**src/hw/rtl/plq_pkg.sv**
```systemverilog
// Package for the pointer log safety query unit: widths, action codes, types.
// No dependencies.
`default_nettype none
package plq_pkg;
    localparam int unsigned LogDepth = 256;
    localparam int unsigned CntW = $clog2(LogDepth + 1);
    localparam int unsigned AddrW = 64;

    localparam logic [2:0] ACT_APPEND  = 3'd0;
    localparam logic [2:0] ACT_OLD_REF = 3'd1;
    localparam logic [2:0] ACT_CLEANUP = 3'd2;
    localparam logic [2:0] ACT_DEREF   = 3'd3;
    localparam logic [2:0] ACT_FREE    = 3'd4;

    typedef struct packed {
        logic [AddrW-1:0] addr;
        logic [AddrW-1:0] tgt;
        logic             freed;
        logic             dyn;
    } entry_t;

    // Token that flows down the chain, oldest cell to newest.
    // Cells at or above lim let it pass untouched.
    typedef struct packed {
        logic             live;
        logic [2:0]       op;
        logic [AddrW-1:0] key;
        logic [CntW-1:0]  lim;
        logic [AddrW-1:0] tgt;
        logic             verdict;
        logic             ovf;
    } token_t;
endpackage
`default_nettype wire

```
**src/hw/rtl/plq_cell.sv**
```systemverilog
// One log cell: holds an entry, updates the passing token and hands it to
// its newer neighbor. Depends on plq_pkg.
`default_nettype none
module plq_cell (
    input  wire logic                     aclk,
    input  wire logic                     aresetn,
    input  wire logic                     wr_en,
    input  wire plq_pkg::entry_t          wr_entry,
    input  wire logic [plq_pkg::CntW-1:0] idx,
    input  wire plq_pkg::token_t          tok_in,
    output plq_pkg::token_t               tok_out
);
    plq_pkg::entry_t entry_reg;
    // set once a newer entry reassigns the same pointer
    logic            sup_reg;
    plq_pkg::token_t tok_reg, tok_next;
    logic            hit, addr_eq, tgt_eq, bad;

    assign hit     = tok_in.live && (idx < tok_in.lim);
    assign addr_eq = (entry_reg.addr == tok_in.key);
    assign tgt_eq  = (entry_reg.tgt == tok_in.key);
    assign bad     = entry_reg.freed || !entry_reg.dyn;

    // Newer cells come later, so a later match overrides an older one.
    always_comb begin
        tok_next = tok_in;
        if (hit) begin
            case (tok_in.op)
                plq_pkg::ACT_OLD_REF: begin
                    if (addr_eq) begin
                        tok_next.tgt = entry_reg.tgt;
                    end
                end
                plq_pkg::ACT_CLEANUP: begin
                    if (tgt_eq && !sup_reg) begin
                        tok_next.verdict = 1'b1;
                    end
                end
                plq_pkg::ACT_DEREF: begin
                    if (addr_eq) begin
                        tok_next.verdict = 1'b0;
                    end else if (tgt_eq) begin
                        tok_next.verdict = bad;
                    end
                end
                plq_pkg::ACT_FREE: begin
                    if (tgt_eq) begin
                        tok_next.verdict = bad;
                    end
                end
                default: tok_next = tok_in;
            endcase
        end
    end

    always_ff @(posedge aclk) begin
        if (wr_en) begin
            entry_reg <= wr_entry;
            sup_reg   <= 1'b0;
        end else if (hit && tok_in.op == plq_pkg::ACT_APPEND && addr_eq) begin
            sup_reg <= 1'b1;
        end
    end

    always_ff @(posedge aclk) begin
        if (!aresetn) begin
            tok_reg <= '0;
        end else begin
            tok_reg <= tok_next;
        end
    end

    assign tok_out = tok_reg;
endmodule
`default_nettype wire

```
**config.mk**
```make
export PLATFORM = sky130hd
export DESIGN_NAME = plq_cell
export DESIGN_NICKNAME = d
export VERILOG_FILES = /design/src/hw/rtl/plq_pkg.sv /design/src/hw/rtl/plq_cell.sv
export SDC_FILE = /design/constraint.sdc
export NUM_CORES = 1
export LEC_CHECK = 0
export BUFFER_PORTS_ARGS = -buffer_cell sky130_fd_sc_hd__buf_2
export CORE_AREA = 2 2 168 170
export DETAILED_ROUTE_END_ITERATION = 10
export DIE_AREA = 0 0 170 172
export MAX_ROUTING_LAYER = met4
export PLACE_DENSITY = 0.66
export SLEW_MARGIN = 20
export SYNTH_ARGS = -nofsm -noshare
export SYNTH_HDL_FRONTEND = slang
export SYNTH_SLANG_ARGS = --single-unit
```
**constraint.sdc**
```tcl
create_clock -name aclk -period 3.2 [get_ports aclk]
set_input_delay 0 -clock aclk [delete_from_list [all_inputs] [get_ports aclk]]
set_output_delay 0 -clock aclk [all_outputs]
set_load 0.1 [all_outputs]
```
# Yosys cells after proc, flatten, opt, wreduce, memory -nomap -nowiden
# Index checks and enable logic that the tools add are counted.
[classes] n_lt_le_gt_ge=1 eq_ne=6 muxes=7 n_reduce_logical=8
[op_table] op="equality test 64 bit" count=2
[op_table] op="2-to-1 mux 64 bit" count=2
[op_table] op="2-to-1 mux 66 bit" count=1
[op_table] op="less-than comparator 9 bit" count=1
[op_table] op="equality test 3 x 2 -> 1 bit (second input constant)" count=2
[op_table] op="logical AND 1 bit" count=4
[op_table] op="equality test 3 x 1 -> 1 bit (second input constant)" count=1
[op_table] op="equality test 3 bit (second input constant)" count=1
[op_table] op="zero test 3 bit" count=1
[op_table] op="2-to-1 mux 1 bit" count=3
[op_table] op="case mux 1 bit (3 select lines)" count=1
[op_table] op="zero test 1 bit" count=2
[op_table] op="logical OR 1 bit" count=1
[totals] reg_bits=274 out_inout_bits=143

# Logic depth before layout (Yosys ltp)
# Gate-level depths: netlist of the first run.
[logic_depth] word_depth=6 depth_mapped=10 depth_no_buf=8

# Worst setup path after synthesis of the first run
# No wires, ideal clock.
[synth_path] path_type="reg-to-reg" start="register entry_reg[127] (netlist bit)" end="register tok_reg (netlist bit tok_out[10])" t_arrival_ns=1.772 required_ns=3.068 setup_slack_ns=1.295 stages_incl_launch_ff=8 n_path_buf=1 period_less_slack_ns=1.905 cell_sequence="edfxtp_1 xnor2_1 nand4_1 nor4_2 nand4_2 buf_6 o31ai_2 a21oi_1"
[synth_via] elab_chain_len=4
[synth_lines] element="start, declared" line="plq_cell.sv:13" text="plq_pkg::entry_t entry_reg;"
[synth_lines] element="start signal, assigned" line="plq_cell.sv:58" text="entry_reg <= wr_entry;"
[synth_lines] element="equality test 64 bit" line="plq_cell.sv:20" text="assign addr_eq = (entry_reg.addr == tok_in.key);"
[synth_lines] element="2-to-1 mux 64 bit" line="plq_cell.sv:30" text="if (addr_eq) begin"
[synth_lines] element="2-to-1 mux 64 bit" line="plq_cell.sv:28" text="case (tok_in.op)"
[synth_lines] element="2-to-1 mux 66 bit" line="plq_cell.sv:27" text="if (hit) begin"
[synth_lines] element="end signal, assigned" line="plq_cell.sv:69" text="tok_reg <= tok_next;"
[synth_lines] element="end, declared" line="plq_cell.sv:16" text="plq_pkg::token_t tok_reg, tok_next;"
# No other way between the ends.
# A chain may end at the register's enable or synchronous reset.

# Final worst setup path of the first run
[layout_path] start="register entry_reg[98] (netlist bit)" end="register tok_reg (netlist bit tok_out[27])"
# Same word-level chain as after synthesis.

==> impl_summary.log, run 1 <==
[metrics] Placeable Area: 27,500 um^2
[metrics] peak clock frequency supported by timing: 372 MHz
[metrics] number of pins exceeding their max-slew limit in the final report: 0
[metrics] CTS tree: built
[metrics] relative slew slack: 29.7%
[metrics] dpl hpwl: 27.6 mm
[metrics] static power due to leakage: 6.91 nW
[metrics] setup repair after global routing missed its margin: no
[metrics] total negative setup slack: 0 ns
[metrics] largest driver fanout on the critical path: 33
[metrics] Via-to-Cell Ratio: 5.24
[metrics] worst setup path startpoint: entry_reg[98]
[metrics] root buf cell: clkbuf_16
[metrics] number of global-route vias before repair: 10,200
[metrics] number of levels in the clock H-tree: 1
[metrics] most instantiated library cell after synthesis: dfxtp_1
[metrics] worst min-delay path category: input pin to flip-flop
[metrics] area fraction of the dominant cell type after synthesis: 36.7%
[metrics] maximum number of pins on one net before global-route repair: 75
[metrics] mean area per synthesized cell: 13.0 um^2
[metrics] total iterations of the first detailed-routing run: 5
[metrics] Bufs on Longest Clock Path: 3
[metrics] overflow left after global routing: 0
[metrics] number of cells on the worst hold path: 3
[metrics] post-route fraction of the period consumed by the critical path: 84.0%
[metrics] largest family of logic cells by synthesized area: simple AND/OR/NAND/NOR gates
[metrics] dominant register cell in the synthesized netlist: dfxtp_1
[metrics] count of antenna-violating nets left after detailed routing: 0
[metrics] register bit count reported by yosys: 274
[metrics] clock slew at reported path FFs: 0.07 ns
[metrics] Hold Fails Final Rpt: 0
[metrics] post-synth design cell area: 10,600 um^2
[metrics] number of violations of the max-capacitance limit: 0
[metrics] adder-cell area share of the yosys netlist: 0.942%
[metrics] top post-synthesis cells by area: edfxtp_1 (37%), dfxtp_1 (27%), xnor2_1 (9.9%)
[metrics] xor and xnor fraction of the mapped netlist area: 10.6%
[metrics] final-report setup violation count: 0
[metrics] vias post-DR: 9,849
[metrics] number of enable flip-flop cells after synthesis: 130
[metrics] die boundary width: 170 um
[metrics] post-synthesis instance total: 817
[metrics] maximum ir drop on the vdd rail: 456 uV
[metrics] post-synthesis compound-gate area fraction: 9.93%
[metrics] area leader, netlist: edfxtp_1
[metrics] clk sink count: 274
[metrics] number of nets in the layout: 1,800
[metrics] Pwr per Cell Area: 555 nW/um^2
[metrics] number of nets produced by synthesis: 1,110
[metrics] Die ar.: 29,200 um^2
[metrics] final-layout fill cell count: 2,069
[metrics] Yosys warnings: 0
[metrics] final total power: 0.00934 W
[metrics] Total Routing Usage GR: 29.4%
[metrics] flip-flop count of the largest register after layout: 143
[metrics] register cell area after layout: 6790 um^2
[metrics] Routed wire per std cell: 23.0 um
[metrics] post-route DRC violation count: 0
[metrics] Worst Setup Path Type: flip-flop to flip-flop
[metrics] most used standard cells in the synthesized netlist: dfxtp_1 (144), edfxtp_1 (130), xnor2_1 (120)
[metrics] fraction of final layout cells with drive strength greater than 1: 34.2%
[metrics] Data required, critical path: 3.58 ns
[metrics] number of standard-cell rows in the floorplan: 61
[metrics] post-synthesis share of cell area spent on and, or, nand and nor gates: 11.7%
[metrics] Die Ht: 172 um
[metrics] initial cell density of the core: 38.7%
[metrics] number of buffers created by CTS: 29
[metrics] reg-to-reg startpoint: entry_reg[98]
[metrics] initial drt markers: 622
[metrics] start point of the worst min-delay path: aresetn
[metrics] I/O Pins: 428
[metrics] first-pass GRT wire length: 61.5 mm
[metrics] combined area of the multi-input logic cells: 3540 um^2
[metrics] depth of the worst register-to-register path: 7
[metrics] post_cts resized: 0
[metrics] endpoint of the most critical register-to-register path: tok_out[27]
[metrics] Port-buffer cells: 427
[metrics] worst clock skew: 0.0318 ns
[metrics] final wirelength: 43.2 mm
[metrics] post-route minimum period: 2.69 ns
[metrics] Post-synth ARST share: 0%
[metrics] clock insertion delay at the later pin of the skew report: 0.57 ns
[metrics] global placement routability congestion: 0.811
[metrics] Critical Path Start Type: flip-flop
[metrics] area growth from synthesis to final layout: 58.3%
[metrics] fraction of synthesized area in multiplexers: 0%
[metrics] sink of the worst hold path: tok_out[140]
[metrics] result of the run: complete, no violations
[metrics] register area share after synthesis: 63.9%
[metrics] register-to-register path setup slack: 0.51 ns
[metrics] type of element capturing the critical path: flip-flop
[metrics] number of distinct library cells after synthesis: 37
[metrics] initial antenna violation count: 4
[metrics] worst slew pin tran: 1.05 ns
[metrics] CP arrival: 3.07 ns
cell families after synthesis:
| family | after synthesis |
|---|---|
| simple gates | 198 |
| compound gates | 142 |
| fa+ha+maj | 8 |
| xor+xnor | 128 |
| buf+inv | 67 |
| flops | 274 |
cell usage in the layout (no fill, tap or decap), types with 3 or more instances in the layout:
master           n
a21oi_1         66
and2_1          68
buf_12           3
buf_2          426
buf_4            7
clkbuf_1         7
clkbuf_16       31
clkbuf_8         8
clkinv_2         4
dfxtp_1        144
diode_2          5
dlygate4sd3_1  275
edfxtp_1       130
ha_1             8
inv_1           12
nand4_1         95
nor2_1          12
nor4_1           5
nor4_2           4
o31ai_1         34
o31ai_2         30
xnor2_1        120
xor2_1           8
worst max-delay path by stage:
stage,depth (start not counted),slack (ns),to
2_1_floorplan,7,1.30,tok_out[10]
3_5_place_dp,7,0.61,tok_out[3]
4_1_cts,7,0.59,tok_out[3]
3_3_place_gp,9,0.45,tok_out[42]
5_1_grt,7,0.33,tok_out[26]
6_report,7,0.51,tok_out[27]
stage by stage:
stage,setup WS (ns),util (%),std cells,area [um^2],hold WS (ns)
2_1_floorplan,1.30,-,817,10600,0.0691
3_3_place_gp,0.450,47.6,1546,13100,0.176
3_5_place_dp,0.606,47.7,1547,13100,0.178
4_1_cts,0.585,61.2,1876,16800,0.128
5_1_grt,0.334,61.2,1881,16800,0.0838
6_report,0.512,61.2,1881,16800,0.0402
worst max-delay path: stages, from the launching register on:
cell and delay, ns:
edfxtp_1 0.40, xnor2_1 0.36, nand4_1 0.36, nor4_2 0.45, nand4_4 0.14, buf_4 0.33
o31ai_2 0.29, a21oi_1 0.13
where the power goes:
group	total (W)	internal, W	switching [W]
combinational	0.00193	0.000634	0.00129
sequential	0.00405	0.00392	0.000126
clock	0.00336	0.00195	0.00141
area by class of cell:
class | count | share of cell area [%]
Sequential cell | 274 | 40.3
Multi-Input combinational cell | 476 | 21.1
Inverter | 13 | 0.305
Timing Repair Buffer | 713 | 29.9
Clock buffer | 46 | 5.42
Clock inverter | 8 | 0.268
Antenna cell | 5 | 0.0744
Tap cell | 346 | 2.57
timing repair:
action | 4_1_cts | 5_1_grt
setup buffers | 0 | 0
hold buffers | 275 | 0
endpoints found under the hold margin | 301 | 0
routing by layer:
| metal | wire, um | vias up | global-route usage, % |
|---|---|---|---|
| met5 | 0 | - | - |
| met4 | 2300 | 0 | 15.0 |
| met3 | 3000 | 130 | 4.39 |
| met2 | 21500 | 581 | 50.6 |
| met1 | 16400 | 4745 | 33.7 |
| li1 | - | 4393 | - |
Note: power is estimated with default switching activity, not from simulation.
==> run 2: changes to the inputs <==
--- a/config.mk
+++ b/config.mk
@@ -6,11 +6,11 @@
 export NUM_CORES = 1
 export LEC_CHECK = 0
 export BUFFER_PORTS_ARGS = -buffer_cell sky130_fd_sc_hd__buf_2
-export CORE_AREA = 2 2 168 170
+export CORE_AREA = 2 2 166 168
 export DETAILED_ROUTE_END_ITERATION = 10
-export DIE_AREA = 0 0 170 172
+export DIE_AREA = 0 0 168 170
 export MAX_ROUTING_LAYER = met4
-export PLACE_DENSITY = 0.66
+export PLACE_DENSITY = 0.68
 export SLEW_MARGIN = 20
 export SYNTH_ARGS = -nofsm -noshare
 export SYNTH_HDL_FRONTEND = slang
==> constraint.sdc (replaced) <==
create_clock -name aclk -period 2.8 [get_ports aclk]
set_input_delay 0 -clock aclk [delete_from_list [all_inputs] [get_ports aclk]]
set_output_delay 0 -clock aclk [all_outputs]
set_load 0.1 [all_outputs]
==> impl_summary.log, run 2 (same netlist as run 1, synthesis figures left out) <==
[metrics] result of the run: complete, no violations
[metrics] post-route minimum period: 2.70 ns
[metrics] largest driver fanout on the critical path: 43
[metrics] flip-flop count of the largest register after layout: 143
[metrics] total negative setup slack: 0 ns
[metrics] die boundary width: 168 um
[metrics] number of global-route vias before repair: 10,100
[metrics] Die Ht: 170 um
[metrics] setup repair after global routing missed its margin: no
[metrics] post-route cell area: 16,800 um^2
[metrics] reg-to-reg startpoint: entry_reg[121]
[metrics] CTS tree: built
[metrics] overflow left after global routing: 0
[metrics] delay contributed by the slowest stage of the critical path: 0.48 ns
[metrics] combined area of the multi-input logic cells: 3540 um^2
[metrics] vias post-DR: 9,830
[metrics] start point of the worst min-delay path: aresetn
[metrics] fraction of final layout cells with drive strength greater than 1: 34.2%
[metrics] Pwr per Cell Area: 627 nW/um^2
[metrics] static power due to leakage: 6.89 nW
[metrics] Bufs on Longest Clock Path: 3
[metrics] post-route fraction of the period consumed by the critical path: 96.5%
[metrics] Non-Filler Instances: 1,875
[metrics] post-route core utilization: 62.9%
[metrics] most common library cell in the layout ignoring fill and taps: buf_2
[metrics] Die ar.: 28,600 um^2
[metrics] Critical-path top delay cell: nor4_2
[metrics] number of instances in the placed design: 1,543
[metrics] initial antenna violation count: 5
[metrics] worst min-delay path category: input pin to flip-flop
[metrics] amount of wire on met3 after detailed routing: 3.33 mm
[metrics] Critical Path Start Type: flip-flop
[metrics] initial drt markers: 846
[metrics] number of buffers created by CTS: 29
[metrics] final critical-path setup slack: 0.0971 ns
[metrics] post-route DRC violation count: 0
[metrics] total iterations of the first detailed-routing run: 6
[metrics] number of cells on the worst hold path: 3
[metrics] maximum number of pins on one net before global-route repair: 75
[metrics] peak clock frequency supported by timing: 370 MHz
[metrics] maximum ir drop on the vdd rail: 485 uV
[metrics] final wirelength: 42.1 mm
[metrics] Worst Setup Path Type: flip-flop to flip-flop
[metrics] register cell area after layout: 6790 um^2
[metrics] Total Routing Usage GR: 29.0%
[metrics] Hold Fails Final Rpt: 0
[metrics] Placeable Area: 26,700 um^2
[metrics] Routed wire per std cell: 22.5 um
[metrics] top cell family by delay on the critical path: simple AND/OR/NAND/NOR gates
[metrics] final-layout fill cell count: 1,964
[metrics] initial cell density of the core: 39.9%
[metrics] type of element capturing the critical path: flip-flop
[metrics] endpoint of the most critical register-to-register path: tok_out[65]
[metrics] Via-to-Cell Ratio: 5.24
[metrics] number of pins exceeding their max-slew limit in the final report: 0
[metrics] Port-buffer cells: 427
[metrics] detailed route wirelength on metal2: 21.3 mm
[metrics] number of violations of the max-capacitance limit: 0
[metrics] clock insertion delay at the later pin of the skew report: 0.54 ns
[metrics] sink of the worst hold path: tok_out[71]
[metrics] clock slew at reported path FFs: 0.06 ns
[metrics] final-report setup violation count: 0
[metrics] worst slew pin tran: 1.06 ns
[metrics] number of standard-cell rows in the floorplan: 60
[metrics] number of levels in the clock H-tree: 1
[metrics] post-route met1 wirelength: 15.6 mm
[metrics] first-pass GRT wire length: 60.2 mm
[metrics] placed cell areas: 13,100 um^2
[metrics] Data required, critical path: 3.18 ns
[metrics] root buf cell: clkbuf_16
[metrics] count of antenna-violating nets left after detailed routing: 0
[metrics] global placement routability congestion: 0.852
[metrics] register-to-register path setup slack: 0.1 ns
[metrics] cells along the critical path: xnor2_1 > nand4_1 > nor4_2 > nand4_4 > buf_4 > o31ai_1 > a21oi_1
[metrics] CP arrival: 3.08 ns
[metrics] worst clock skew: 0.0116 ns
[metrics] worst slack, placed: 0.260 ns
[metrics] number of nets in the layout: 1,800
[metrics] WP buf/inv: 1
[metrics] clk sink count: 274
[metrics] area growth from synthesis to final layout: 57.8%
[metrics] highest signal layer in the routed design: met4
[metrics] I/O Pins: 428
[metrics] depth of the worst register-to-register path: 7
[metrics] dpl hpwl: 26.7 mm
[metrics] relative slew slack: 29.4%
[metrics] commonest cells after routing, fill and taps aside: buf_2 (426), dlygate4sd3_1 (274), dfxtp_1 (144)
run 2: changes by cell type in the layout (fill, tap and decap cells not counted), sizes merged:
cell	delta
clkbuf	-1
clkinv	-1
inv	+1
dlygate4sd3	-1
buf	+1
run 2: how the worst max path moves through the flow:
| stage | from | to | slack, ns | cells past startpoint |
|---|---|---|---|---|
| 2_1_floorplan | entry_reg[127] | tok_out[10] | 0.90 | 7 |
| 3_3_place_gp | entry_reg[81] | tok_out[3] | 0.27 | 7 |
| 3_5_place_dp | entry_reg[81] | tok_out[3] | 0.26 | 7 |
| 4_1_cts | entry_reg[71] | tok_out[3] | 0.25 | 7 |
| 5_1_grt | entry_reg[71] | tok_out[65] | 0.006 | 7 |
| 6_report | entry_reg[121] | tok_out[65] | 0.1 | 7 |
run 2: what timing repair did:
item | 4_1_cts | 5_1_grt
buffers inserted | 0 | 0
resized for setup | 0 | 0
setup endpoints to repair | 0 | 0
hold buffers | 274 | 0
endpoints found under the hold margin | 311 | 0
run 2: worst reg2reg max path: stages, from the launching register on:
cell      delay (ns)
edfxtp_1        0.39
xnor2_1         0.28
nand4_1         0.33
nor4_2          0.48
nand4_4         0.13
buf_4           0.34
o31ai_1         0.48
a21oi_1         0.12
run 2: metrics by stage:
| stage | total power, W | hold WS [ns] |
|---|---|---|
| final | 0.0105 | 0.0601 |
| after global routing | 0.0108 | 0.0892 |
| after CTS | 0.0105 | 0.144 |
| after detailed placement | 0.00656 | 0.178 |
| after global placement | 0.00654 | 0.176 |
| after floorplan | 0.00590 | 0.0691 |
run 2: where the power goes:
part,internal [W],switching (W)
clock,0.00209,0.00159
sequential,0.00448,0.000140
combinational,0.000727,0.00147
run 2: cell type report:
class	count	area share [%]
diodes	5	0.0746
clock inverters	8	0.269
repair buffers	713	30.1
clock buffers	45	5.11
inverters	13	0.306
well taps	341	2.55
flip-flops and latches	274	40.5
multi-input cells	476	21.1
run 2: layer usage:
| metal | vias to the layer above | GRT usage [%] |
|---|---|---|
| li1 | 4387 | - |
| met1 | 4680 | 32.9 |
| met2 | 622 | 50.7 |
| met3 | 141 | 5.72 |
| met4 | 0 | 11.5 |
| met5 | - | - |
